## config.mk

```make
export PLATFORM = sky130hd
export DESIGN_NAME = at_response_line_parser
export DESIGN_NICKNAME = d
export VERILOG_FILES = /design/src/rtl/core/atrlp_pkg.sv /design/src/rtl/core/atrlp_fifo.sv /design/src/rtl/core/atrlp_front.sv /design/src/rtl/core/atrlp_back.sv /design/src/rtl/core/at_response_line_parser.sv
export VERILOG_INCLUDE_DIRS = /design/src /design/src/rtl/core
export SDC_FILE = /design/constraint.sdc
export NUM_CORES = 1
export LEC_CHECK = 0
export BUFFER_PORTS_ARGS = -buffer_cell sky130_fd_sc_hd__clkbuf_2
export CORE_ASPECT_RATIO = 0.8
export CORE_MARGIN = 4
export CORE_UTILIZATION = 45
export CTS_BUF_LIST = sky130_fd_sc_hd__clkbuf_8
export CTS_CLUSTER_DIAMETER = 150
export CTS_CLUSTER_SIZE = 40
export DETAILED_ROUTE_END_ITERATION = 10
export GPL_TIMING_DRIVEN = 0
export PLACE_DENSITY_LB_ADDON = 0.08
export SLEW_MARGIN = 10
export SYNTH_ARGS = -nofsm -noshare
export SYNTH_HDL_FRONTEND = slang
export SYNTH_HIERARCHICAL = 1
export SYNTH_SLANG_ARGS = --single-unit
export TNS_END_PERCENT = 1
```

## constraint.sdc

```tcl
create_clock -name clock -period 11 [get_ports clock]
set_clock_uncertainty 0.1 [all_clocks]
set_input_delay 2.75 -clock clock [delete_from_list [all_inputs] [get_ports clock]]
set_output_delay 2.75 -clock clock [all_outputs]
set_load 0.02 [all_outputs]
```

## src/rtl/core/at_response_line_parser_macros.svh

```systemverilog
// ----------------------------------------------------------------------------
// Assertion macros for the modem reply line parser
// ----------------------------------------------------------------------------
`ifndef AT_RESPONSE_LINE_PARSER_MACROS_SVH
`define AT_RESPONSE_LINE_PARSER_MACROS_SVH

// Same-cycle implication, disabled during reset
`define ATRLP_ASSERT_NOW(label, clk, rst, ante, cons) \
   label: assert property (@(posedge clk) disable iff (rst) (ante) |-> (cons)) \
      else $error("atrlp: same-cycle check failed");

// Next-cycle implication, disabled during reset
`define ATRLP_ASSERT_NEXT(label, clk, rst, ante, cons) \
   label: assert property (@(posedge clk) disable iff (rst) (ante) |=> (cons)) \
      else $error("atrlp: next-cycle check failed");

`endif

```

## src/rtl/core/atrlp_pkg.sv

```systemverilog
`timescale 1ns / 1ps
// ----------------------------------------------------------------------------
// atrlp_pkg
// Shared types, character codes and defaults of the modem reply line parser.
// ----------------------------------------------------------------------------
package atrlp_pkg;

   // Default sizing
   localparam int LINE_MAX_DEF = 64;
   localparam int DATA_MAX_DEF = 64;
   localparam int QUEUE_DEPTH  = 2;

   // Characters
   localparam logic [7:0] CH_PLUS    = 8'h2B;
   localparam logic [7:0] CH_NEWLINE = 8'h0A;
   localparam logic [7:0] CH_COMMA   = 8'h2C;
   localparam logic [7:0] CH_EQUAL   = 8'h3D;
   localparam logic [7:0] CH_ZERO    = 8'h30;
   localparam logic [7:0] CH_NINE    = 8'h39;
   localparam logic [7:0] CH_A       = 8'h41;
   localparam logic [7:0] CH_C       = 8'h43;
   localparam logic [7:0] CH_E       = 8'h45;
   localparam logic [7:0] CH_K       = 8'h4B;
   localparam logic [7:0] CH_O       = 8'h4F;
   localparam logic [7:0] CH_R       = 8'h52;
   localparam logic [7:0] CH_V       = 8'h56;

   // Reply codes
   typedef enum logic [2:0] {
      CODE_OK   = 3'd0,
      CODE_RCV  = 3'd1,
      CODE_ERR  = 3'd2,
      CODE_ACK  = 3'd3,
      CODE_NONE = 3'd4,
      CODE_FMT  = 3'd5
   } reply_code_type;

   // Classified input byte
   typedef struct packed {
      logic [7:0] data;
      logic       is_digit;
      logic [3:0] digit;
      logic       is_plus;
      logic       is_newline;
      logic       is_comma;
      logic       is_equal;
      logic       is_zero;
   } class_type;

   // Result item
   typedef struct packed {
      logic           event_res;
      reply_code_type reply_code;
      logic [7:0]     payload_char;
      logic [5:0]     payload_index;
      logic [15:0]    sender_id;
      logic [7:0]     declared_length;
      logic [5:0]     payload_length;
      logic [7:0]     rssi_magnitude;
      logic [7:0]     snr_value;
   } result_type;

endpackage

```

## src/rtl/core/atrlp_fifo.sv

```systemverilog
`timescale 1ns / 1ps
// ----------------------------------------------------------------------------
// atrlp_fifo
// Small register queue with push/full and pop/empty sides.
// ----------------------------------------------------------------------------
module atrlp_fifo #(
   parameter int WIDTH = 8,
   parameter int DEPTH = atrlp_pkg::QUEUE_DEPTH
) (
   input  logic             clock,
   input  logic             reset,
   input  logic             push,
   input  logic [WIDTH-1:0] push_data,
   output logic             full,
   input  logic             pop,
   output logic [WIDTH-1:0] pop_data,
   output logic             empty
);

   localparam int PW = $clog2(DEPTH);
   localparam int CW = $clog2(DEPTH + 1);
   localparam logic [CW-1:0] COUNT_MAX = CW'(DEPTH);

   logic [WIDTH-1:0] mem_ff [DEPTH];
   logic [PW-1:0]    wr_ptr_ff, wr_ptr_in;
   logic [PW-1:0]    rd_ptr_ff, rd_ptr_in;
   logic [CW-1:0]    count_ff, count_in;
   logic             do_push, do_pop;

   assign empty    = (count_ff == '0);
   assign full     = (count_ff == COUNT_MAX);
   assign do_push  = push && !full;
   assign do_pop   = pop && !empty;
   assign pop_data = mem_ff[rd_ptr_ff];

   // pointer and fill bookkeeping
   always_comb begin
      wr_ptr_in = do_push ? wr_ptr_ff + PW'(1) : wr_ptr_ff;
      rd_ptr_in = do_pop  ? rd_ptr_ff + PW'(1) : rd_ptr_ff;
      count_in  = count_ff;
      if (do_push && !do_pop) begin
         count_in = count_ff + CW'(1);
      end else if (do_pop && !do_push) begin
         count_in = count_ff - CW'(1);
      end
   end

   always_ff @(posedge clock) begin
      if (reset) begin
         wr_ptr_ff <= '0;
         rd_ptr_ff <= '0;
         count_ff  <= '0;
      end else begin
         wr_ptr_ff <= wr_ptr_in;
         rd_ptr_ff <= rd_ptr_in;
         count_ff  <= count_in;
      end
   end

   // storage, no reset
   always_ff @(posedge clock) begin
      if (do_push) begin
         mem_ff[wr_ptr_ff] <= push_data;
      end
   end

endmodule

```

## src/rtl/core/atrlp_front.sv

```systemverilog
`timescale 1ns / 1ps
// ----------------------------------------------------------------------------
// atrlp_front
// Accepts reply bytes, classifies them and queues them for the parser.
// ----------------------------------------------------------------------------
module atrlp_front (
   input  logic                 clock,
   input  logic                 reset,
   input  logic                 push,
   output logic                 full,
   input  logic [7:0]           rx_byte,
   input  logic                 cls_pop,
   output logic                 cls_empty,
   output atrlp_pkg::class_type cls_item
);

   atrlp_pkg::class_type cls_new;
   logic [$bits(atrlp_pkg::class_type)-1:0] cls_bits;

   // byte classification
   always_comb begin
      cls_new            = '0;
      cls_new.data       = rx_byte;
      cls_new.is_digit   = (rx_byte >= atrlp_pkg::CH_ZERO) && (rx_byte <= atrlp_pkg::CH_NINE);
      cls_new.digit      = 4'(rx_byte - atrlp_pkg::CH_ZERO);
      cls_new.is_plus    = (rx_byte == atrlp_pkg::CH_PLUS);
      cls_new.is_newline = (rx_byte == atrlp_pkg::CH_NEWLINE);
      cls_new.is_comma   = (rx_byte == atrlp_pkg::CH_COMMA);
      cls_new.is_equal   = (rx_byte == atrlp_pkg::CH_EQUAL);
      cls_new.is_zero    = (rx_byte == 8'h00);
   end

   // queue between front and back
   atrlp_fifo #(
      .WIDTH ($bits(atrlp_pkg::class_type)),
      .DEPTH (atrlp_pkg::QUEUE_DEPTH)
   ) u_cls_fifo (
      .clock     (clock),
      .reset     (reset),
      .push      (push),
      .push_data (cls_new),
      .full      (full),
      .pop       (cls_pop),
      .pop_data  (cls_bits),
      .empty     (cls_empty)
   );

   assign cls_item = atrlp_pkg::class_type'(cls_bits);

endmodule

```

## src/rtl/core/atrlp_back.sv

```systemverilog
`timescale 1ns / 1ps
// ----------------------------------------------------------------------------
// atrlp_back
// Line parser: walks the reply line one classified byte per cycle while the
// result queue has room, and produces payload and summary items.
// ----------------------------------------------------------------------------
`include "at_response_line_parser_macros.svh"

module atrlp_back #(
   parameter int LINE_MAX = atrlp_pkg::LINE_MAX_DEF,
   parameter int DATA_MAX = atrlp_pkg::DATA_MAX_DEF
) (
   input  logic                  clock,
   input  logic                  reset,
   input  logic                  cls_empty,
   input  atrlp_pkg::class_type  cls_item,
   output logic                  cls_pop,
   input  logic                  rsp_full,
   output logic                  rsp_push,
   output atrlp_pkg::result_type rsp_item
);

   localparam int LCW   = $clog2(LINE_MAX + 1);
   localparam int DCW   = $clog2(DATA_MAX);
   localparam int CMP_W = 9;
   localparam logic [LCW-1:0]   LINE_LIMIT = LCW'(LINE_MAX);
   localparam logic [CMP_W-1:0] DATA_LIMIT = CMP_W'(DATA_MAX);
   localparam logic [CMP_W-1:0] KEEP_MAX   = CMP_W'(DATA_MAX - 1);

   typedef enum logic [11:0] {
      PH_HUNT   = 12'h001,
      PH_PREFIX = 12'h002,
      PH_OTHER  = 12'h004,
      PH_SKIPEQ = 12'h008,
      PH_ID     = 12'h010,
      PH_LEN    = 12'h020,
      PH_DATA   = 12'h040,
      PH_DASH   = 12'h080,
      PH_RSSI   = 12'h100,
      PH_SNR    = 12'h200,
      PH_DONE   = 12'h400,
      PH_BAD    = 12'h800
   } phase_type;

   typedef enum logic [5:0] {
      PM_START = 6'h01,
      PM_O     = 6'h02,
      PM_R     = 6'h04,
      PM_RC    = 6'h08,
      PM_E     = 6'h10,
      PM_ER    = 6'h20
   } prefix_type;

   phase_type                 phase_ff, phase_in;
   prefix_type                prefix_ff, prefix_in;
   atrlp_pkg::reply_code_type code_ff, code_in;
   logic [LCW-1:0]            line_count_ff, line_count_in, line_inc;
   logic [15:0]               id_ff, id_in;
   logic [7:0]                length_ff, length_in;
   logic [DCW-1:0]            data_count_ff, data_count_in;
   logic [1:0]                ack_ff, ack_in;
   logic [7:0]                rssi_ff, rssi_in;
   logic [7:0]                snr_ff, snr_in;
   logic                      fire, last, emit, no_prefix;
   logic [CMP_W-1:0]          keep_max, count_ext, count_next_ext;

   // value*10 + digit, clipped to 16 bits
   function automatic logic [15:0] sat16(input logic [15:0] acc, input logic [3:0] d);
      logic [19:0] v;
      v = ({4'b0, acc} << 3) + ({4'b0, acc} << 1) + {16'b0, d};
      return (v > 20'd65535) ? 16'hFFFF : v[15:0];
   endfunction

   // value*10 + digit, clipped to 8 bits
   function automatic logic [7:0] sat8(input logic [7:0] acc, input logic [3:0] d);
      logic [11:0] v;
      v = ({4'b0, acc} << 3) + ({4'b0, acc} << 1) + {8'b0, d};
      return (v > 12'd255) ? 8'hFF : v[7:0];
   endfunction

   function automatic logic [7:0] ack_char(input logic [1:0] i);
      logic [7:0] c;
      unique case (i)
         2'd0:    c = atrlp_pkg::CH_A;
         2'd1:    c = atrlp_pkg::CH_C;
         default: c = atrlp_pkg::CH_K;
      endcase
      return c;
   endfunction

   assign fire      = !cls_empty && !rsp_full;
   assign cls_pop   = fire;
   assign line_inc  = line_count_ff + LCW'(1);
   assign last      = cls_item.is_newline || (line_inc >= LINE_LIMIT);
   assign count_ext = CMP_W'(data_count_ff);
   assign keep_max  = (CMP_W'(length_ff) < DATA_LIMIT) ? CMP_W'(length_ff) : KEEP_MAX;
   assign count_next_ext = CMP_W'(data_count_in);

   // parser step
   always_comb begin
      phase_in      = phase_ff;
      prefix_in     = prefix_ff;
      code_in       = code_ff;
      line_count_in = line_count_ff;
      id_in         = id_ff;
      length_in     = length_ff;
      data_count_in = data_count_ff;
      ack_in        = ack_ff;
      rssi_in       = rssi_ff;
      snr_in        = snr_ff;
      emit          = 1'b0;
      no_prefix     = 1'b0;
      rsp_push      = 1'b0;
      rsp_item      = '0;

      if (fire) begin
         if (phase_ff == PH_HUNT) begin
            // opening plus sign clears the line state
            if (cls_item.is_plus) begin
               prefix_in     = PM_START;
               code_in       = atrlp_pkg::CODE_NONE;
               line_count_in = LCW'(1);
               id_in         = '0;
               length_in     = '0;
               data_count_in = '0;
               ack_in        = '0;
               rssi_in       = '0;
               snr_in        = '0;
               phase_in      = PH_PREFIX;
            end
         end else begin
            line_count_in = line_inc;
            unique case (phase_ff)
               PH_PREFIX: begin
                  unique case (prefix_ff)
                     PM_START: begin
                        if (cls_item.data == atrlp_pkg::CH_O) prefix_in = PM_O;
                        else if (cls_item.data == atrlp_pkg::CH_R) prefix_in = PM_R;
                        else if (cls_item.data == atrlp_pkg::CH_E) prefix_in = PM_E;
                        else no_prefix = 1'b1;
                     end
                     PM_O: begin
                        if (cls_item.data == atrlp_pkg::CH_K) begin
                           code_in  = atrlp_pkg::CODE_OK;
                           phase_in = PH_OTHER;
                        end else no_prefix = 1'b1;
                     end
                     PM_R: begin
                        if (cls_item.data == atrlp_pkg::CH_C) prefix_in = PM_RC;
                        else no_prefix = 1'b1;
                     end
                     PM_RC: begin
                        if (cls_item.data == atrlp_pkg::CH_V) begin
                           code_in  = atrlp_pkg::CODE_RCV;
                           phase_in = PH_SKIPEQ;
                        end else no_prefix = 1'b1;
                     end
                     PM_E: begin
                        if (cls_item.data == atrlp_pkg::CH_R) prefix_in = PM_ER;
                        else no_prefix = 1'b1;
                     end
                     PM_ER: begin
                        if (cls_item.data == atrlp_pkg::CH_R) begin
                           code_in  = atrlp_pkg::CODE_ERR;
                           phase_in = PH_OTHER;
                        end else no_prefix = 1'b1;
                     end
                     default: no_prefix = 1'b1;
                  endcase
                  if (no_prefix) begin
                     code_in  = atrlp_pkg::CODE_NONE;
                     phase_in = PH_OTHER;
                  end
               end
               PH_SKIPEQ: begin
                  if (cls_item.is_equal) phase_in = PH_ID;
                  else if (cls_item.is_zero) phase_in = PH_BAD;
               end
               PH_ID: begin
                  if (cls_item.is_digit) id_in = sat16(id_ff, cls_item.digit);
                  else phase_in = cls_item.is_comma ? PH_LEN : PH_BAD;
               end
               PH_LEN: begin
                  if (cls_item.is_digit) length_in = sat8(length_ff, cls_item.digit);
                  else phase_in = cls_item.is_comma ? PH_DATA : PH_BAD;
               end
               PH_DATA: begin
                  if (cls_item.is_comma) phase_in = PH_DASH;
                  else if (cls_item.is_zero) phase_in = PH_BAD;
                  else if (!last && (count_ext < keep_max)) begin
                     // ACK match only along the leading payload bytes
                     if ((ack_ff != 2'd3) && (CMP_W'(ack_ff) == count_ext) &&
                         (cls_item.data == ack_char(ack_ff))) begin
                        ack_in = ack_ff + 2'd1;
                     end
                     data_count_in = data_count_ff + DCW'(1);
                     emit          = 1'b1;
                  end
               end
               PH_DASH: phase_in = PH_RSSI;
               PH_RSSI: begin
                  if (cls_item.is_digit) rssi_in = sat8(rssi_ff, cls_item.digit);
                  else phase_in = cls_item.is_comma ? PH_SNR : PH_BAD;
               end
               PH_SNR: begin
                  if (cls_item.is_digit) snr_in = sat8(snr_ff, cls_item.digit);
                  else phase_in = PH_DONE;
               end
               default: ;
            endcase

            rsp_item.sender_id       = id_in;
            rsp_item.declared_length = length_in;
            if (last) begin
               // line summary
               rsp_push                = 1'b1;
               rsp_item.event_res      = 1'b1;
               if (phase_in == PH_SNR || phase_in == PH_DONE) begin
                  rsp_item.reply_code = (ack_in == 2'd3) ? atrlp_pkg::CODE_ACK
                                                         : atrlp_pkg::CODE_RCV;
               end else if (phase_in == PH_PREFIX || phase_in == PH_OTHER) begin
                  rsp_item.reply_code = code_in;
               end else begin
                  rsp_item.reply_code = atrlp_pkg::CODE_FMT;
               end
               rsp_item.payload_length = count_next_ext[5:0];
               rsp_item.rssi_magnitude = rssi_in;
               rsp_item.snr_value      = snr_in;
               phase_in                = PH_HUNT;
            end else if (emit) begin
               // payload byte
               rsp_push               = 1'b1;
               rsp_item.event_res     = 1'b0;
               rsp_item.reply_code    = atrlp_pkg::CODE_RCV;
               rsp_item.payload_char  = cls_item.data;
               rsp_item.payload_index = count_ext[5:0];
            end
         end
      end
   end

   always_ff @(posedge clock) begin
      if (reset) begin
         phase_ff      <= PH_HUNT;
         prefix_ff     <= PM_START;
         code_ff       <= atrlp_pkg::CODE_NONE;
         line_count_ff <= '0;
         id_ff         <= '0;
         length_ff     <= '0;
         data_count_ff <= '0;
         ack_ff        <= '0;
         rssi_ff       <= '0;
         snr_ff        <= '0;
      end else begin
         phase_ff      <= phase_in;
         prefix_ff     <= prefix_in;
         code_ff       <= code_in;
         line_count_ff <= line_count_in;
         id_ff         <= id_in;
         length_ff     <= length_in;
         data_count_ff <= data_count_in;
         ack_ff        <= ack_in;
         rssi_ff       <= rssi_in;
         snr_ff        <= snr_in;
      end
   end

   // checks
   `ATRLP_ASSERT_NOW(a_push_needs_byte, clock, reset, rsp_push, cls_pop)
   `ATRLP_ASSERT_NOW(a_payload_is_rcv, clock, reset, rsp_push && !rsp_item.event_res, rsp_item.reply_code == atrlp_pkg::CODE_RCV)
   `ATRLP_ASSERT_NEXT(a_summary_to_hunt, clock, reset, rsp_push && rsp_item.event_res, phase_ff == PH_HUNT)
   `ATRLP_ASSERT_NOW(a_line_bound, clock, reset, 1'b1, line_count_ff <= LINE_LIMIT)

endmodule

```

## src/rtl/core/at_response_line_parser.sv

```systemverilog
`timescale 1ns / 1ps
// ----------------------------------------------------------------------------
// at_response_line_parser
// Modem reply line parser, byte in, payload/summary items out.
//
// Input side: a queue port. A byte is taken at a clock edge with push high
// and full low. Result side: the oldest item sits on the rsp_ ports while
// empty is low and leaves at an edge with pop high.
// Each byte inside a line gives at most one item: a payload byte
// (rsp_event_res 0) or, for the line-ending byte, a summary (rsp_event_res 1).
// Path: a taken byte waits in the classify queue; the parser step reads it
// from there and writes its result into the result queue, whose head is on
// the rsp_ ports; a full result queue holds the parser step.
// Throughput: one byte per cycle while the result queue has room.
// A stalled receiver fills the result queue; the parser then holds and the
// input queue fills, after which full rises. No item is dropped.
// Reset empties both queues and puts the parser into plus-sign hunting.
// ----------------------------------------------------------------------------
module at_response_line_parser #(
   parameter int LINE_MAX = atrlp_pkg::LINE_MAX_DEF,
   parameter int DATA_MAX = atrlp_pkg::DATA_MAX_DEF
) (
   input  logic        clock,
   input  logic        reset,
   input  logic        push,
   output logic        full,
   input  logic [7:0]  req_rx_byte,
   output logic        empty,
   input  logic        pop,
   output logic        rsp_event_res,
   output logic [2:0]  rsp_reply_code,
   output logic [7:0]  rsp_payload_char,
   output logic [5:0]  rsp_payload_index,
   output logic [15:0] rsp_sender_id,
   output logic [7:0]  rsp_declared_length,
   output logic [5:0]  rsp_payload_length,
   output logic [7:0]  rsp_rssi_magnitude,
   output logic [7:0]  rsp_snr_value
);

   atrlp_pkg::class_type  cls_item;
   logic                  cls_empty, cls_pop;
   atrlp_pkg::result_type res_new, res_out;
   logic                  res_push, res_full;
   logic [$bits(atrlp_pkg::result_type)-1:0] res_bits;

   // front: accept and classify
   atrlp_front u_front (
      .clock     (clock),
      .reset     (reset),
      .push      (push),
      .full      (full),
      .rx_byte   (req_rx_byte),
      .cls_pop   (cls_pop),
      .cls_empty (cls_empty),
      .cls_item  (cls_item)
   );

   // back: line parser
   atrlp_back #(
      .LINE_MAX (LINE_MAX),
      .DATA_MAX (DATA_MAX)
   ) u_back (
      .clock     (clock),
      .reset     (reset),
      .cls_empty (cls_empty),
      .cls_item  (cls_item),
      .cls_pop   (cls_pop),
      .rsp_full  (res_full),
      .rsp_push  (res_push),
      .rsp_item  (res_new)
   );

   // result queue
   atrlp_fifo #(
      .WIDTH ($bits(atrlp_pkg::result_type)),
      .DEPTH (atrlp_pkg::QUEUE_DEPTH)
   ) u_rsp_fifo (
      .clock     (clock),
      .reset     (reset),
      .push      (res_push),
      .push_data (res_new),
      .full      (res_full),
      .pop       (pop),
      .pop_data  (res_bits),
      .empty     (empty)
   );

   assign res_out             = atrlp_pkg::result_type'(res_bits);
   assign rsp_event_res       = res_out.event_res;
   assign rsp_reply_code      = res_out.reply_code;
   assign rsp_payload_char    = res_out.payload_char;
   assign rsp_payload_index   = res_out.payload_index;
   assign rsp_sender_id       = res_out.sender_id;
   assign rsp_declared_length = res_out.declared_length;
   assign rsp_payload_length  = res_out.payload_length;
   assign rsp_rssi_magnitude  = res_out.rssi_magnitude;
   assign rsp_snr_value       = res_out.snr_value;

endmodule

```

# After elaboration in Yosys (flattened, before gate mapping)
# Memory sizes are Yosys's and may differ from the RTL's. A register that Yosys moved wholly into a read port is not among the register bits.
# Index checks and enable logic that the tools add are counted.
# totals
input_bits	12
output_inout_bits	66
memories	2
regBits	84
mem_bits_rw	164
word_cells	247
# op_classes
addsub	20
reduce_logical	36
order_cmp	9
mux	124
n_eq_ne	40
# mem_list
name	depth	width	read_ports	rd_clocked_by_memory_dff	write_ports	line	text
u_rsp_fifo.mem_ff	2	64	1	1	1	atrlp_fifo.sv:24	logic [WIDTH-1:0] mem_ff [DEPTH];
u_front.u_cls_fifo.mem_ff	2	18	1	1	1	atrlp_fifo.sv:24	
# op_table
op	n
$mux W12	19
$mux W8	20
$mux W64	2
$pmux W12 S8	1
$mux W6	15
$mux W16	5
$eq A8 B7 Y1 const B	6
$add A11 B9 Y12	3
$add A12 B4 Y12	3
$gt A12 B8 Y1 const B	3
$pmux W12 S3	1
$mux W1	28
$mux W2	14
$mux W3	9
$eq A12 B10 Y1 const B	2
$eq A12 B2 Y1 const B	2
$eq A8 B6 Y1 const B	3
$mux W22	1
$add A19 B17 Y20	1
$add A20 B4 Y20	1
$gt A20 B16 Y1 const B	1
$pmux W6 S3	1
$mux W15	1
$mux W14	1
other kinds (49)	86

# Logic depth before layout (Yosys ltp)
# Gate-level depths: netlist (run 1).
# depth
depth_word	26
ltp_mapped	17
ltp_nobuf	14

# Hierarchy
# The synthesis (run 1) kept the hierarchy.
# by_module_without_submodules
mod	cells_each	n_inst	area_per_inst_um2
atrlp_back	888	1	7024.2
atrlp_fifo at u_rsp_fifo	224	1	4832.1
atrlp_fifo at u_front.u_cls_fifo	81	1	1514.0
atrlp_front	15	1	107.6

# Least setup slack after synthesis (run 1)
# No wires, ideal clock.
# synth_timing
path_type	register -> register
start	register u_back.length_ff[6]
end	memory u_rsp_fifo/mem_ff[1][0] in the netlist's numbering (enable)
n_path_buf	1
synth_period_minus_slack_ps	4584
t_required_ps	10471
path_slack_ps	6416
t_arrival_ps	4055
setup_ps	429
path_stages_with_launch	13
path_cell_list	dfxtp_1 > or2_2 > nor2_1 > ha_1 > a21o_1 > a2111oi_0 > nand2_1 > or3b_1 > clkbuf_1 > a21oi_1 > inv_1 > nor2_1 > and2_1
# synth_via
elab_chain_len	17
# synth_lines
item	line	text
start, declared	atrlp_back.sv:59	logic [7:0] length_ff, length_in;
start signal, assigned	atrlp_back.sv:260	length_ff <= length_in;
$lt A8 B7 Y1	atrlp_back.sv:96	assign keep_max = (CMP_W'(length_ff) < DATA_LIMIT) ? CMP_W'(length_ff) : KEEP_MAX;
$mux W8 *	atrlp_back.sv:96	
$lt A6 B9 Y1 *	atrlp_back.sv:190	else if (!last && (count_ext < keep_max)) begin
$logic_and A1 B1 Y1 *	atrlp_back.sv:190	
$mux W1 *	atrlp_back.sv:190	
$mux W1 *	atrlp_back.sv:189	else if (cls_item.is_zero) phase_in = PH_BAD;
$mux W1 *	atrlp_back.sv:188	if (cls_item.is_comma) phase_in = PH_DASH;
$mux W1 *	atrlp_back.sv:133	unique case (phase_ff)
[... 3 more ...]	--	
$mux W1 *	atrlp_back.sv:214	if (last) begin
$mux W1 *	atrlp_back.sv:117	if (phase_ff == PH_HUNT) begin
$mux W1 *	atrlp_back.sv:116	if (fire) begin
net res_push	at_response_line_parser.sv:44	logic res_push, res_full;
$logic_and A1 B1 Y1 *	atrlp_fifo.sv:32	assign do_push = push && !full;
net u_rsp_fifo.do_push	atrlp_fifo.sv:28	logic do_push, do_pop;
$mux W1 *	atrlp_fifo.sv:62	if (do_push) begin
$mux W1 (implied by the code) *	atrlp_fifo.sv:63	mem_ff[wr_ptr_ff] <= push_data;
end, declared	atrlp_fifo.sv:24	
# Mark *: on every way through the listed nets, which the timed path passes. The rest lies on a longest branch. The select of a mux whose other input is x is not followed.

==> impl_metrics.py, run 1 <==
metrics = {
    "floorplanning": {
        "num_io_pins": 78,
        "core_sq_mm": 0.0294,
        "initial_core_util_pct": 45.8,
        "fp.dieW_um": 201,
        "rows": 56,
        "dieArea_sq_mm": 0.0328,
        "die_h_um": 163,
    },
    "yosys": {
        "syn_area_sq_mm": 0.0135,
        "async_reset_ff_share_pct": 0,
        "netlist_instances": 1208,
        "ys.flop_type": "edfxtp_1",
        "synth_nets": 1316,
        "ys_types": 77,
        "ys_seq_area_share_pct": 49.3,
        "synth-edff-count": 164,
        "ys_warn_count": 6,
        "ys_ff_latch": 250,
        "avgSynthCellArea_sq_um": 11.2,
    },
    "outcome": {
        "status": "finished, final reports clean",
    },
    "layout": {
        "area_growth_pct": 8.30,
        "post-route-util_pct": 49.6,
        "multiInputGateArea_sq_mm": 0.00642,
        "num-nets-final": 1407,
        "drive_above_1_share_pct": 18.3,
        "diodes": 0,
        "n_fill_cell": 2764,
        "final-seq-area_sq_mm": 0.00665,
    },
    "critical_path": {
        "crit_slowest_cell": "fa_1",
        "rrSetupSlack_ns": 5.79,
        "critical-path-max-stage-delay_ns": 0.56,
        "worstPathArrival_ns": 5.44,
        "r2r_end": "u_rsp_fifo/mem_ff[0][43]",
        "path_max_fanout": 10,
        "path_cells": "buf_2 -> buf_4 -> mux2_2 -> fa_1 -> fa_1 -> a21oi_1 -> o211ai_1 -> a311oi_1 -> o21ai_0 -> mux2i_1 -> or4_1 -> buf_2 -> buf_2 -> a31oi_1 -> nor2_1",
        "crit_family": "compound AO/OA/AOI/OAI gates",
        "startpoint_type": "register",
        "cp_num_buf_inv": 4,
        "critPathRequiredTime_ns": 11.23,
        "endpoint_kind": "register",
        "rr_worst_depth": 15,
        "path_common_cell": "buf_2",
        "cp_num_cells": 15,
        "worstSetupPathType": "reg2reg",
    },
    "min_path": {
        "hp-class": "reg2reg",
        "hold_depth": 2,
        "worstHoldStart": "u_back/code_ff[1]",
        "hold_end": "u_back/code_ff[1]",
    },
    "clock_network": {
        "post_cts_resized": 0,
        "htreeDepth": 1,
        "cts_sinks": 250,
        "cts_buffers": 10,
        "cts_hold_buf": 0,
        "post_cts_buffers": 0,
        "clk_latency_ns": 0.56,
        "clkTransAtPathRegs_ns": 0.23,
        "cts_buffer_depth": 3,
        "cts_root_buffer": "clkbuf_8",
        "cts_tree": "built",
    },
    "route": {
        "postRouteAntennaNets": 0,
        "wirelength_mm": 33.7,
        "vias_per_cell": 5.79,
        "routedWlPerCell_um": 20.1,
        "drt_first_pass_iters": 5,
        "drcViolationCount": 0,
        "initialDrtViolationCount": 743,
        "vias": 9732,
    },
    "grt": {
        "antenna_found_initial": 0,
        "grt_pass1_wl_mm": 52.6,
        "grt_overflow": 0,
        "grt_usage_pct": 20.0,
        "grt_pass1_vias": 9185,
        "grt_start_max_net_pins": 48,
    },
    "timing": {
        "rsz0062_at_grt": "no",
        "slew-limit-headroom_pct": 30.8,
        "setup_violations": 0,
        "period_minus_slack_ns": 5.21,
        "finalMaxSlewViolations": 0,
        "fmax_ghz": 0.192,
        "tightest_slew_ns": 1.03,
        "tns_ns": 0,
        "final-hold-violation-count": 0,
        "period_share_pct": 47.4,
    },
    "placed_design": {
        "place_congestion": 0.916,
        "dp_hpwl_mm": 24.4,
        "io_buffers": 77,
    },
    "pwr": {
        "ir_worst_vdd_mv": 0.130,
        "power.density_mw_per_mm2": 155,
        "p_leak_uw": 0.00560,
        "finalPower_uw": 2270,
    },
    "flow_run": {
        "maxCapViolCount": 0,
    },
}
[report_power, final]
group	total [uW]	leakage [uW]	internal [uW]	switching, uW
clock	375	0.000112	98.8	276
sequential	1090	0.00214	1070	27.4
combinational	798	0.00334	248	550
total	2270	0.00560	1410	854
[cells in the mapped netlist (7+ instances only)]
cell        n  area share (%)
o21ai_0    52             1.9
o221a_2    21             1.8
clkbuf_1   39             1.1
nor3_1     25            0.93
buf_4       8            0.45
buf_2       7            0.26
and3_1     24             1.1
o21a_1      7            0.39
nor2_1    114             3.2
or3_1      10            0.46
fa_1        8             1.2
a21o_1      9            0.50
a21oi_1    95             3.5
dfxtp_1    86              13
edfxtp_1  164              37
xor2_1     20             1.3
nand4_1    11            0.51
and2_1     19            0.88
o221ai_1   12            0.78
nor4_1      8            0.37
o21ba_1     7            0.52
o21bai_1    8            0.45
nand2b_1   11            0.51
mux2_2     84             7.0
ha_1       88             8.2
inv_1      39             1.1
nand2_1    53             1.5
mux2i_1     7            0.52
nand3_1    21            0.78
nor2b_1    10            0.46
xnor2_1    18             1.2
a31oi_1     7            0.32
[worst max path at each step]
stage | from | endpoint
3_5_place_dp | register | u_rsp_fifo/mem_ff[0][43]
6_report | register | u_rsp_fifo/mem_ff[0][43]
4_1_cts | register | u_rsp_fifo/mem_ff[0][43]
2_1_floorplan | u_back/length_ff[6] | u_rsp_fifo/mem_ff[1][0]
3_3_place_gp | u_back/length_ff[6] | u_rsp_fifo/mem_ff[1][16]
5_1_grt | register | u_rsp_fifo/mem_ff[1][43]
[layout make-up]
class	count	share of cell area [%]
sequential	250	45.5
inverter	39	1.02
tap	377	3.23
clock inverter	5	0.309
timing repair buffer	79	3.02
multi-input combinational	861	44.0
buffer	58	1.86
clock buffer	11	1.04
[through the flow]
step	hold WS (ns)	std cells	setup WS (ns)	cell area [sq um]
4_1_cts	0.393	1680	5.78	14600
3_5_place_dp	0.367	1664	5.82	14400
3_3_place_gp	0.356	1662	4.62	14300
5_1_grt	0.429	1680	5.50	14600
2_1_floorplan	0.348	1208	6.42	13500
6_report	0.391	1680	5.79	14600
[layout by cell type, fill, tap and decap left out, types with 39 or more instances in the layout]
cell type	netlist	layout
edfxtp_1	164	164
nor2_1	114	114
a21oi_1	95	95
ha_1	88	88
dfxtp_1	86	86
mux2_2	84	84
clkbuf_2	0	77
nand2_1	53	53
o21ai_0	52	52
inv_1	39	42
clkbuf_1	39	39
[per-layer routing]
metal / vias up / part of all wire (%) / global-route usage [%] / wire length, um
li1: 4703 / - / - / -
met1: 4796 / 52 / 31.5 / 17400
met4: 0 / 1.2 / 2.89 / 421
met2: 213 / 43 / 30.5 / 14400
met5: - / 0 / 0 / 0
met3: 20 / 4.2 / 2.01 / 1420
[kinds of logic after synthesis]
logic type	Yosys count	share of synthesized area, %
simple gates	362	14.6
mux	91	7.54
fa+ha+maj	96	9.36
flops	250	49.3
buf+inv	97	3.10
xor+xnor	38	2.47
compound gates	274	13.7
[worst register-to-register path: cells and delay by family (launching register included)]
| family | cells | cell delay (ns) |
|---|---|---|
| AO/OA/AOI/OAI | 5 | 1.36 |
| adder cells (fa/ha/maj) | 2 | 1.06 |
| buffers and inverters | 4 | 0.86 |
| flip-flops | 1 | 0.36 |
| multiplexers | 2 | 0.63 |
| AND/OR/NAND/NOR | 2 | 0.61 |
[state kept, by name (all words and copies together), names as in the netlist, 6 cells and up, named ones only]
register,count
u_back/rssi_ff,8
u_rsp_fifo/mem_ff,128
u_back/phase_ff,12
u_back/id_ff,16
u_back/length_ff,8
u_front/u_cls_fifo/mem_ff,36
u_back/snr_ff,8
u_back/line_count_ff,7
u_back/prefix_ff,6
u_back/data_count_ff,6
(Power assumes the default switching activity.)
==> run 2: changes to the inputs <==
clock period = 4.41 ns   (was 11 ns; I/O delays follow)
==> run 2 against run 1 <==
Worst setup slack got worse by 5.8 ns. Sequential share of layout area decreased by 0.69 points. Sequential power increased to 2.5 times the previous value. Die area unchanged. Global-route usage increased by 0.15 points. Clock power increased to 2.5 times the previous value. First-iteration DRC count increased by 0.81%. Utilization increased by 0.77 points. Hold slack improved by 0.0028 ns. Critical path type unchanged. Largest power group unchanged. Highest routed layer unchanged.
==> impl_metrics.py, run 2 (same netlist as run 1, synthesis figures left out) <==
metrics = {
    "layout": {
        "drive_above_1_share_pct": 20.4,
        "n_fill_cell": 2724,
        "top_regs": "u_rsp_fifo/mem_ff: 128 flops, u_front/u_cls_fifo/mem_ff: 36 flops, u_back/id_ff: 16 flops",
        "fin_cells": 1695,
        "area_growth_pct": 9.98,
        "mostFrequentLayoutCell": "edfxtp_1",
        "final_area_sq_mm": 0.0148,
        "num-nets-final": 1422,
        "largest_reg_flops": 128,
        "diodes": 0,
        "largest-register": "u_rsp_fifo/mem_ff",
        "post-route-util_pct": 50.4,
        "layout_common_cells": "edfxtp_1, nor2_1, a21oi_1",
    },
    "clock_network": {
        "htreeDepth": 1,
        "cts_root_buffer": "clkbuf_8",
        "cts_buffers": 10,
        "cts_buffer_depth": 3,
        "clk_latency_ns": 0.56,
        "clkTransAtPathRegs_ns": 0.23,
        "cts_tree": "built",
        "cts_hold_buf": 0,
        "cts_sinks": 250,
    },
    "floorplanning": {
        "dieArea_sq_mm": 0.0328,
        "fp.dieW_um": 201,
        "die_h_um": 163,
        "initial_core_util_pct": 45.8,
        "rows": 56,
        "core_sq_mm": 0.0294,
        "num_io_pins": 78,
    },
    "timing": {
        "tns_ns": 0,
        "setup_violations": 0,
        "tightest_slew_ns": 1.02,
        "rsz0062_at_grt": "yes",
        "final-hold-violation-count": 0,
        "fmax_ghz": 0.228,
        "slew-limit-headroom_pct": 31.6,
        "period_share_pct": 99.3,
        "finalMaxSlewViolations": 0,
        "period_minus_slack_ns": 4.38,
        "fin_hold_ws_ns": 0.393,
    },
    "route": {
        "routedWlPerCell_um": 20.1,
        "drcViolationCount": 0,
        "initialDrtViolationCount": 749,
        "drt_first_pass_iters": 5,
        "vias": 9807,
        "wirelength_mm": 34.0,
        "postRouteAntennaNets": 0,
        "vias_per_cell": 5.79,
    },
    "grt": {
        "grt_usage_pct": 20.1,
        "grt_start_max_net_pins": 42,
        "antenna_found_initial": 1,
        "grt_overflow": 0,
        "grt_pass1_wl_mm": 53.1,
        "grt_pass1_vias": 9299,
    },
    "outcome": {
        "status": "finished, final reports clean",
    },
    "pwr": {
        "p_leak_uw": 0.00569,
        "power.density_mw_per_mm2": 386,
        "ir_worst_vdd_mv": 0.240,
    },
    "placed_design": {
        "dp_hpwl_mm": 24.2,
        "dp.cells": 1664,
        "io_buffers": 77,
        "dpl_cell_area_sq_mm": 0.0144,
        "place_congestion": 0.918,
    },
    "critical_path": {
        "rr_worst_depth": 15,
        "endpoint_kind": "register",
        "critPathRequiredTime_ns": 4.77,
        "path_max_fanout": 10,
        "startpoint_type": "register",
        "worstPathArrival_ns": 4.74,
        "worstSetupPathType": "reg2reg",
    },
    "min_path": {
        "hp-class": "reg2reg",
        "hold_depth": 2,
        "worstHoldStart": "u_front/u_cls_fifo/wr_ptr_ff",
    },
    "flow_run": {
        "maxCapViolCount": 0,
    },
}
[run 2: changes by cell type in the layout (fill, tap and decap cells not counted), sizes merged]
| cell | change |
|---|---|
| and2 | +1 |
| buf | +15 |
| clkbuf | -1 |
| clkinv | +1 |
| inv | -1 |
[run 2: worst paths after layout]
| kind | end | slack [ns] |
|---|---|---|
| worst max-delay path | u_back/id_ff[6] | 0.03 |
| worst min-delay path | u_front/u_cls_fifo/wr_ptr_ff | 0.39 |
| worst max register to register | u_back/id_ff[6] | 0.03 |
| worst min register to register | u_front/u_cls_fifo/wr_ptr_ff | 0.39 |
[run 2: final cells by class]
type	instances	area, sq um	area share [%]
buffer	57	297	2.00
tap	377	472	3.18
timing repair buffer	94	538	3.63
clock buffer	11	151	1.02
multi-input combinational	862	6510	43.9
inverter	39	159	1.07
sequential	250	6650	44.8
clock inverter	5	45.0	0.304
[run 2: routing by layer]
metal  GRT usage (%)  vias to the layer above  share of wire (%)
li1                -                     4752                  -
met1            31.0                     4780                 49
met2            30.5                      252                 44
met3            3.23                       23                5.9
met4            3.42                        0                1.5
met5               0                        -                  0
[run 2: timing repair]
item,in CTS,in global routing
resized for setup,21,17
gates cloned,0,1
pin swaps,5,12
setup buffers,9,6
setup endpoints to repair,110,168
[run 2: through the flow]
| step | power [uW] | worst slack (ns) |
|---|---|---|
| after floorplan | 4050 | -0.120 |
| after global placement | 4730 | -1.55 |
| after detailed placement | 4740 | -0.859 |
| after CTS | 5740 | -0.00152 |
| after global routing | 6010 | -0.138 |
| final | 5720 | 0.0304 |
[run 2: critical path: stages (launching register included)]
cell	delay (ns)
dfxtp_2	0.39
buf_8	0.12
buf_12	0.13
mux2_4	0.35
fa_2	0.51
fa_2	0.38
a21oi_2	0.17
o211ai_1	0.17
a311oi_2	0.40
o211ai_1	0.16
xor2_1	0.17
or4_4	0.57
buf_6	0.19
o221a_2	0.27
a21oi_1	0.11
nor2_1	0.05
[run 2: where the power goes]
part | internal, uW | total (uW) | switching [uW]
clock | 247 | 947 | 701
sequential | 2660 | 2730 | 72.0
combinational | 662 | 2040 | 1380
total | 3570 | 5720 | 2150
==> run 3: changes to the inputs <==
clock period = 3.8 ns   (was 4.41 ns; I/O delays follow)
==> run 3 against run 2 <==
The flow now finishes with violations (setup timing). Via count down 0.11%. Critical path type unchanged. Cell area up 2.6%. Cell count up 0.65%.
==> impl_metrics.py, run 3 (same netlist as run 1, synthesis figures left out) <==
metrics = {
    "layout": {
        "final_area_sq_mm": 0.0152,
        "largest_reg_flops": 128,
        "fin_cells": 1706,
        "diodes": 0,
        "layout_common_cells": "edfxtp_1, nor2_1, ha_1",
        "drive_above_1_share_pct": 23.7,
        "mostFrequentLayoutCell": "edfxtp_1",
        "largest-register": "u_rsp_fifo/mem_ff",
        "area_growth_pct": 12.8,
        "num-nets-final": 1433,
        "top_regs": "u_rsp_fifo/mem_ff: 128 flops, u_front/u_cls_fifo/mem_ff: 36 flops, u_back/id_ff: 16 flops",
    },
    "grt": {
        "grt_usage_pct": 20.4,
        "antenna_found_initial": 0,
        "grt_pass1_wl_mm": 53.7,
        "grt_overflow": 0,
        "grt_pass1_vias": 9521,
        "grt_start_max_net_pins": 49,
    },
    "floorplanning": {
        "initial_core_util_pct": 45.8,
        "dieArea_sq_mm": 0.0328,
        "num_io_pins": 78,
        "die_h_um": 163,
        "core_sq_mm": 0.0294,
        "fp.dieW_um": 201,
        "rows": 56,
    },
    "critical_path": {
        "rr_worst_depth": 16,
        "crit_family": "compound AO/OA/AOI/OAI gates",
        "endpoint_kind": "register",
        "r2r_end": "u_back/id_ff[11]",
        "path_cells": "buf_8 -> mux2_4 -> fa_1 -> fa_2 -> a21oi_2 -> o211ai_1 -> a311oi_2 -> buf_4 -> o21ai_2 -> mux2i_1 -> or4_1 -> buf_6 -> buf_12 -> o221a_4 -> a21oi_2 -> nor2_1",
        "critPathRequiredTime_ns": 4.15,
        "worstPathArrival_ns": 4.55,
        "startpoint_type": "register",
        "critical-path-max-stage-delay_ns": 0.54,
        "rrSetupSlack_ns": -0.41,
        "path_max_fanout": 8,
        "cp_num_buf_inv": 4,
        "path_common_cell": "a21oi_2",
        "worstSetupPathType": "reg2reg",
        "crit_slowest_cell": "or4_1",
    },
    "pwr": {
        "pwr-share-comb_pct": 36.4,
        "seq_power_share_pct": 47.3,
        "swShare_pct": 37.7,
        "internal_power_uw": 4180,
        "ir_worst_vdd_mv": 0.288,
        "clock_power_share_pct": 16.3,
        "power.density_mw_per_mm2": 441,
        "switchingPower_uw": 2530,
        "p_leak_uw": 0.00581,
    },
    "min_path": {
        "hold_end": "u_back/code_ff[1]",
        "hp-class": "reg2reg",
        "worstHoldStart": "u_back/code_ff[1]",
        "hold_depth": 2,
    },
    "timing": {
        "tns_ns": -27.52,
        "fmax_ghz": 0.238,
        "final-hold-violation-count": 0,
        "setup_violations": 170,
        "setup_ws_ns": -0.406,
        "slew-limit-headroom_pct": 32.3,
        "period_share_pct": 111,
        "rsz0062_at_grt": "yes",
        "finalMaxSlewViolations": 0,
        "period_minus_slack_ns": 4.21,
        "tightest_slew_ns": 1.01,
    },
    "outcome": {
        "violations": "setup timing",
        "status": "finished with violations",
    },
    "placed_design": {
        "io_buffers": 77,
        "dp_hpwl_mm": 24.5,
        "dpl_cell_area_sq_mm": 0.0145,
        "dp.cells": 1665,
        "place_congestion": 0.929,
    },
    "route": {
        "wirelength_mm": 34.2,
        "postRouteAntennaNets": 0,
        "drt_first_pass_iters": 5,
        "vias": 9796,
        "vias_per_cell": 5.74,
        "initialDrtViolationCount": 706,
        "routedWlPerCell_um": 20.0,
        "drcViolationCount": 0,
    },
    "flow_run": {
        "maxCapViolCount": 0,
    },
    "clock_network": {
        "cts_buffer_depth": 3,
        "cts_hold_buf": 0,
        "clkTransAtPathRegs_ns": 0.24,
        "cts_buffers": 10,
        "clk_latency_ns": 0.57,
        "htreeDepth": 1,
        "cts_root_buffer": "clkbuf_8",
        "cts_sinks": 250,
        "cts_tree": "built",
    },
}
==> run 3: cell count changes in the layout (fill, tap and decap cells not counted), sizes merged <==
cell / before / now
clkinvlp: 0 / 1
clkinv: 2 / 1
buf: 36 / 47
clkbuf: 126 / 127
and2: 20 / 19
==> run 3: worst register-to-register path: cells and delay by family (launching register included) <==
| kind | cells | cell delay (ns) |
|---|---|---|
| buf+inv | 4 | 0.61 |
| fa+ha+maj | 2 | 0.87 |
| flops | 1 | 0.42 |
| mux | 2 | 0.46 |
| simple gates | 2 | 0.60 |
| compound gates | 6 | 1.04 |
==> run 3: how the worst max path moves through the flow <==
stage / cells past startpoint / from / endpoint / slack, ns
floorplan: 14 / register / u_rsp_fifo/mem_ff[0][35] / -0.17
global placement: 12 / u_back/length_ff[6] / u_rsp_fifo/mem_ff[1][39] / -1.20
detailed placement: 15 / register / u_rsp_fifo/mem_ff[1][45] / -0.63
CTS: 16 / register / u_back/id_ff[11] / -0.50
global route: 16 / register / u_back/id_ff[11] / -0.52
finish: 16 / register / u_back/id_ff[11] / -0.41
==> run 3: metal layers <==
metal | wire, um | vias up | part of all wire [%] | global-route usage [%]
li1 | - | 4760 | - | -
met1 | 16800 | 4765 | 49 | 30.7
met2 | 15000 | 236 | 44 | 32.1
met3 | 1730 | 35 | 5.1 | 2.59
met4 | 632 | 0 | 1.8 | 4.07
met5 | 0 | - | 0 | 0
==> run 3: area by class of cell <==
type                    count  area, sq um
inverters                  39          150
flip-flops and latches    250         6650
well taps                 377          472
clock inverters             5         45.0
repair buffers            106          703
clock buffers              11          151
fillers                  2705        14200
multi-input cells         861         6720
plain buffers              57          307
==> run 3: what timing repair did <==
action,CTS,global route
resized for setup,48,24
endpoints found under the hold margin,0,0
pin swaps,34,22
buffers inserted,17,8
endpoints found under the setup margin,255,263
gates cloned,1,0
==> run 3: per-stage QoR <==
| step | util [%] | power (uW) | setup WS [ns] | hold WS (ns) |
|---|---|---|---|---|
| after CTS | 51.1 | 6770 | -0.502 | 0.393 |
| final | 51.7 | 6710 | -0.406 | 0.392 |
| after global placement | 49.1 | 5520 | -1.20 | 0.356 |
| after global routing | 51.7 | 7070 | -0.519 | 0.417 |
| after detailed placement | 49.4 | 5560 | -0.630 | 0.368 |
| after floorplan | - | 4730 | -0.168 | 0.348 |
==> run 3: power by group through the flow <==
| stage | registers [uW] | clock network (uW) | logic, uW |
|---|---|---|---|
| 6_report | 3170 | 1100 | 2440 |
| 5_1_grt | 3200 | 1240 | 2630 |
| 4_1_cts | 3170 | 1160 | 2440 |
| 3_5_place_dp | 3230 | 0 | 2340 |
| 3_3_place_gp | 3230 | 0 | 2300 |
| 2_1_floorplan | 3210 | 0 | 1520 |
